`src/hdl/adm_pkg.sv`:
```
package adm_pkg;

  // configuration
  localparam int unsigned DZ_W     = 7;
  localparam logic [DZ_W-1:0] DZ_RESET = 7'd5;

  // input fields
  localparam int unsigned IN_W   = 8;
  localparam int unsigned RATE_W = 9;

  // smoothing arithmetic
  localparam int unsigned COEF_W = 13;   // blend weights, signed
  localparam int unsigned PROD_W = 21;   // position times weight
  localparam int unsigned AXIS_W = 22;   // smoothed axis, over 2560
  localparam int unsigned SIDE_W = 23;   // forward +/- turn
  localparam int unsigned MAG_W  = 23;   // side magnitude and divisor

  // normalisation
  localparam int unsigned LANES      = 2;   // left, right
  localparam int unsigned Q_FRAC     = 16;
  localparam int unsigned Q16_ONE    = 1 << Q_FRAC;
  localparam int unsigned QUOT_W     = Q_FRAC + 1;
  localparam int unsigned NUM_W      = MAG_W + QUOT_W;
  localparam int unsigned FULL_SCALE = 256000;

  // curve
  localparam int unsigned SQ_W    = 2 * Q_FRAC + 1;
  localparam int unsigned T_W     = Q_FRAC + 2;
  localparam int unsigned PROD2_W = SQ_W + Q_FRAC;
  localparam int unsigned P_W     = PROD2_W - Q_FRAC;
  localparam int unsigned O_W     = 15;
  localparam int unsigned OSC_W   = P_W + O_W;
  localparam int unsigned OUT_W   = 16;
  localparam int unsigned OUT_FULL = 25600;

  typedef struct packed {
    logic             neg;
    logic [NUM_W-1:0] num;
  } div_in_t;

  typedef struct packed {
    logic              neg;
    logic [MAG_W-1:0]  rem;
    logic [QUOT_W-1:0] lq;    // numerator bits still to use, quotient bits shifting in
  } div_lane_t;

  typedef struct packed {
    logic              neg;
    logic [QUOT_W-1:0] quot;
  } div_out_t;

endpackage

```
`src/hdl/adm_divider.sv`:
```
// Pipelined restoring divider, one quotient bit per stage, two lanes sharing a divisor.
module adm_divider (
  input  logic                                         clk_i,
  input  logic                                         rst_ni,
  input  logic                                         en_i,
  input  logic                                         valid_i,
  input  logic [adm_pkg::MAG_W-1:0]                    den_i,
  input  adm_pkg::div_in_t [adm_pkg::LANES-1:0]        lane_i,
  output logic                                         valid_o,
  output adm_pkg::div_out_t [adm_pkg::LANES-1:0]       lane_o
);

  localparam int unsigned STAGES = adm_pkg::QUOT_W;

  logic [STAGES-1:0]                          valid_q;
  logic [adm_pkg::MAG_W-1:0]                  den_q  [STAGES];
  adm_pkg::div_lane_t [adm_pkg::LANES-1:0]    lane_q [STAGES];

  for (genvar s = 0; s < STAGES; s++) begin : g_stage
    logic [adm_pkg::MAG_W-1:0]               den_in;
    logic                                    v_in;
    adm_pkg::div_lane_t [adm_pkg::LANES-1:0] ln_in;
    adm_pkg::div_lane_t [adm_pkg::LANES-1:0] ln_d;
    logic [adm_pkg::MAG_W:0]                 trial [adm_pkg::LANES];
    logic [adm_pkg::LANES-1:0]               ge;

    if (s == 0) begin : g_head
      // numerator < den * 2^QUOT_W, so its top bits start below the divisor
      assign den_in = den_i;
      assign v_in   = valid_i;
      for (genvar l = 0; l < adm_pkg::LANES; l++) begin : g_ln
        assign ln_in[l] = {lane_i[l].neg, lane_i[l].num};
      end
    end else begin : g_body
      assign den_in = den_q[s-1];
      assign v_in   = valid_q[s-1];
      assign ln_in  = lane_q[s-1];
    end

    always_comb begin
      for (int l = 0; l < adm_pkg::LANES; l++) begin
        trial[l]     = {ln_in[l].rem, ln_in[l].lq[adm_pkg::QUOT_W-1]};
        ge[l]        = trial[l] >= {1'b0, den_in};
        ln_d[l].neg  = ln_in[l].neg;
        ln_d[l].rem  = ge[l] ? adm_pkg::MAG_W'(trial[l] - {1'b0, den_in})
                             : trial[l][adm_pkg::MAG_W-1:0];
        ln_d[l].lq   = {ln_in[l].lq[adm_pkg::QUOT_W-2:0], ge[l]};
      end
    end

    always_ff @(posedge clk_i or negedge rst_ni) begin
      if (!rst_ni) begin
        valid_q[s] <= 1'b0;
      end else if (en_i) begin
        valid_q[s] <= v_in;
      end
    end

    always_ff @(posedge clk_i) begin
      if (en_i) begin
        den_q[s]  <= den_in;
        lane_q[s] <= ln_d;
      end
    end
  end

  assign valid_o = valid_q[STAGES-1];

  for (genvar l = 0; l < adm_pkg::LANES; l++) begin : g_out
    assign lane_o[l].neg  = lane_q[STAGES-1][l].neg;
    assign lane_o[l].quot = lane_q[STAGES-1][l].lq;
  end

  // quotient never above one in Q16
  assert property (@(posedge clk_i) disable iff (!rst_ni)
    valid_o |-> (lane_o[0].quot <= adm_pkg::QUOT_W'(adm_pkg::Q16_ONE)) &&
                (lane_o[1].quot <= adm_pkg::QUOT_W'(adm_pkg::Q16_ONE)))
    else $error("quotient above one");

  // restoring step keeps the remainder below the divisor
  assert property (@(posedge clk_i) disable iff (!rst_ni)
    valid_o |-> (lane_q[STAGES-1][0].rem < den_q[STAGES-1]) &&
                (lane_q[STAGES-1][1].rem < den_q[STAGES-1]))
    else $error("remainder not below divisor");

  // stalled pipeline keeps its valid bits
  assert property (@(posedge clk_i) disable iff (!rst_ni)
    !en_i |=> $stable(valid_q))
    else $error("valid bits moved during stall");

endmodule

```
`config.mk`:
```
export PLATFORM = sky130hd
export DESIGN_NAME = adm_divider
export DESIGN_NICKNAME = d
export VERILOG_FILES = /design/src/hdl/adm_pkg.sv /design/src/hdl/adm_divider.sv
export SDC_FILE = /design/constraint.sdc
export NUM_CORES = 2
export LEC_CHECK = 0
export BUFFER_PORTS_ARGS = -buffer_cell sky130_fd_sc_hd__buf_4
export CAP_MARGIN = 25
export CORE_MARGIN = 3
export CORE_UTILIZATION = 58
export CTS_BUF_LIST = sky130_fd_sc_hd__clkbuf_8 sky130_fd_sc_hd__clkbuf_16
export DETAILED_ROUTE_END_ITERATION = 10
export GPL_TIMING_DRIVEN = 0
export PLACE_DENSITY = 0.77
export SETUP_SLACK_MARGIN = 0.2
export SYNTH_ARGS = -nofsm -noshare
export SYNTH_HDL_FRONTEND = slang
export SYNTH_SLANG_ARGS = --single-unit
```
`constraint.sdc`:
```
create_clock -name clk_i -period 2.95 [get_ports clk_i]
set_clock_uncertainty 0.1 [all_clocks]
set_input_delay 0.1475 -clock clk_i [delete_from_list [all_inputs] [get_ports clk_i]]
set_output_delay 0.1475 -clock clk_i [all_outputs]
set_load 0.01 [all_outputs]
```
==> metrics.md <==
| Metric | Value |
|---|---|
| Slowest stage delay, CP | 0.53 ns |
| Worst setup margin | -0.6833 ns |
| Synth cell count leaders | edfxtp_1, ha_1, a21oi_1, inv_1, nand2_1 |
| Pwr Total | around 150 mW |
| Max_slew headroom | 11.27% |
| Clk pwr share | 15.0% |
| Final period utilization | 123.2% |
| Port buffer count | 145 |
| Most used DFF post-synth | edfxtp_1 |
| Failing checks | negative setup slack |
| Final max-slew violation count | 0 |
| Outcome | finished with violations |
| Sequential power share | 27.8% |
| Root Driver | clkbuf_16 |
| CTS tree | yes |
| Total number of vias | a little over 70000 |
| Pin count of the biggest net entering global routing | just over 200 |
| Yosys cell types | 107 |
| Unrepaired setup endpoints after global routing | yes |
| Cell area after synthesis | 0.09726 sq mm |
| Power Dens Cells | about 1200 mW/mm^2 |
| Critical path class | reg -> reg |
| Most instantiated library cell after synthesis | edfxtp_1 |
| Seq/Total Area, Yosys | 53.42% |
| Crit start category | register |
| Slowest CP cell | edfxtp_1 |
| Die Area | roughly 0.17 sq mm |
| Syn_nets | between 9000 and 10000 |
| Cells after Synth | approximately 8200 |
| DRT Pass-1 Iters | 6 |
| Ys async rst share | 0.9810% |
| Crit-path cells | inv_2 -> ha_4 -> nor2b_4 -> o31ai_4 -> a211oi_2 -> o311ai_2 -> nand2_2 -> nor2_4 -> o21ai_4 -> a2111oi_4 -> buf_6 -> buf_6 -> buf_12 -> mux2_4 |
| Die width | approximately 420 microns |
| Core box area | 0.1657 sq mm |
| Tmin final | 3.633 ns |
| Sw frac | 39.77% |
| # DRC | 0 |
| Hold crit path type | in -> reg |
| Final Hold Violating Endpoints | 0 |
| Cell taking the most area after synthesis | edfxtp_1 |
| Setup TNS | -249.45 ns |
| Post-synth EDFFs | 1716 |
| Remaining antenna violation count | 0 |
| Initial Util | 58.68% |
| Worst-margin pin slew | 1.331 ns |
| Comb pwr share | 57.1% |
| I/O Pins | 146 |
| Int Pwr | 93.00 mW |
| Num CTS Buffers | 180 |
| Routed wire per std cell | around 24 microns |
| DR iter-0 viols | 6861 |
| Synthesized area per cell | 11.80 sq um |
| Via-to-Cell Ratio | 6.110 |
| Sw Pwr | approximately 61 mW |
| Crit-path most repeated cell | buf_6 |
| Fmax | 275.2 MHz |
| Area added between synthesis and finish | 29.13% |
| Clock Latency Late Sink | between 0.8 and 0.9 ns |
| Number of global-route vias before repair | around 68000 |
| Total Routing Usage GR | roughly 30% |
| Finished Cell Area | ~0.13 sq mm |
| Nets@finish | around 10000 |
| Max Cap Viol | 0 |
| Yosys top cell area share | 52.98% |
| CTS HTree Levels | 4 |
| Placer Congestion | 0.9661 |
| Place WS | -1.734 ns |
| First-pass GRT wire length | 393200 microns |
| Clock sink count | 1733 |
| Setup violations, final | 916 |
| P_leak | between 50 and 60 nW |
| Top cells by area, synth | edfxtp_1, ha_1, a21oi_1 |
| Clock transition at path regs | 0.06 ns |
| Clk buf depth | 3 |
| Yosys warning total | 0 |
| Initial antenna violation count | 4 |
| Total wire length | around 280000 microns |
| Share of layout cells above drive strength 1 | 28.88% |
| Die Y | 415.5 microns |
| #FFs+latches synth | 1733 |
| Worst Path Max Fanout | 7 |
| Maximum vdd drop | 0.0007889 V |
| HPWL after DPL | 191300 microns |
| DP Area | 0.1026 sq mm |
| Remaining Overflow, GRT | 0 |
| CP endpoint kind | register |
| Critical Path RT | 3.43 ns |
| Cell Rows | ~150 |
| Arrival time worst endpoint | 4.12 ns |
## power groups by stage
stage               sequential, mW  clock, mW  combinational, mW
detailed placement            42.6          0               59.9
CTS                           42.4       23.6               70.8
floorplan                     39.7          0               44.6
finish                        43.0       23.2               88.2
global placement              43.2          0               58.8
global route                  43.3       24.6               93.4
## repair_timing
| action | 4_1_cts | 5_1_grt |
|---|---|---|
| buffers inserted | 215 | 377 |
| hold endpoints to repair | 300 | 193 |
| setup endpoints to repair | 947 | 1087 |
| hold buffers | 165 | 13 |
| resized for setup | 850 | 1464 |
| pin swaps | 169 | 327 |
| cloned | 27 | 54 |
## routing by layer
layer / track usage (%) / up-vias / share of wire (%)
met5: 0 / - / 0.0046
met4: 15.11 / 2 / 6.1
met3: 3.957 / 769 / 6.3
met2: 50.67 / 2777 / 49
met1: 36.95 / 35052 / 38
li1: - / 33248 / -
## sequential cells by signal, summed over array words and instances (netlist names)
register      flops
den_q           368
g_stage.v_in     16
lane_q         1348
valid_o           1
## stage by stage
step | util (%) | hold slack (ns) | std cells
after floorplan | - | -0.2481 | 8244
after global placement | 61.74 | -0.08921 | 10578
after detailed placement | 61.89 | -0.07964 | 10586
after CTS | 69.99 | -0.2045 | 11322
after global routing | 75.77 | 0.03095 | 11756
final | 75.78 | 0.07470 | 11760
## area by class of cell
| class | instances | area [sq um] |
|---|---|---|
| flip-flops and latches | 1733 | 51950 |
| repair inverters | 1 | 11.26 |
| clock inverters | 149 | 1620 |
| multi-input cells | 5775 | 49920 |
| diodes | 4 | 10.01 |
| clock buffers | 180 | 4504 |
| repair buffers | 992 | 10140 |
| plain buffers | 149 | 2379 |
| inverters | 588 | 2312 |
| well taps | 2189 | 2739 |
| fillers | 10122 | 40150 |
## worst max-delay path, delay by kind of cell (launching register included)
family                   cells  cell delay (ns)
adder cells (fa/ha/maj)      1             0.22
multiplexers                 1             0.31
AND/OR/NAND/NOR              3             0.44
AO/OA/AOI/OAI                5             1.17
flip-flops                   1             0.53
buffers and inverters        4             0.59
## cell usage in the layout, fill, tap and decap left out, types with 240 or more instances in the layout
cell type / count
xnor2_1: 358
buf_4: 585
a21o_1: 348
a21oi_1: 458
nand2_1: 405
clkbuf_16: 258
inv_1: 528
nor2_1: 380
o21ai_0: 252
xor2_1: 240
ha_1: 665
edfxtp_1: 1716
## final timing paths
path                                               from                      endpoint  slack (ns)  cells after the start
worst max register to register  den_q[0][140]$_DFFE_PP_      lane_q[0][602]$_DFFE_PP_       -0.68                     14
worst min-delay path                         lane_i[35]       lane_q[0][36]$_DFFE_PP_        0.07                      3
worst max-delay path            den_q[0][140]$_DFFE_PP_      lane_q[0][602]$_DFFE_PP_       -0.68                     14
max in group asynchronous                        rst_ni  g_stage[15].v_in$_DFFE_PN0P_        1.93                      3
worst min register to register   lane_q[0][5]$_DFFE_PP_       lane_q[0][88]$_DFFE_PP_        0.29                      0
min in group asynchronous                        rst_ni   g_stage[1].v_in$_DFFE_PN0P_        0.35                      3
## cell families (layout without fill, tap and decap cells)
group                    Yosys count  count (layout)  synth area share (%)
AO/OA/AOI/OAI                   2219            2219                 14.55
AND/OR/NAND/NOR                 1797            1798                 8.865
flip-flops                      1733            1733                 53.42
adder cells (fa/ha/maj)          814             814                 10.72
buffers and inverters            737            2059                 2.978
XOR/XNOR                         603             603                 5.430
multiplexers                     341             341                 4.042
other                              0               4                     0
Note: power is estimated with default switching activity, not from simulation.
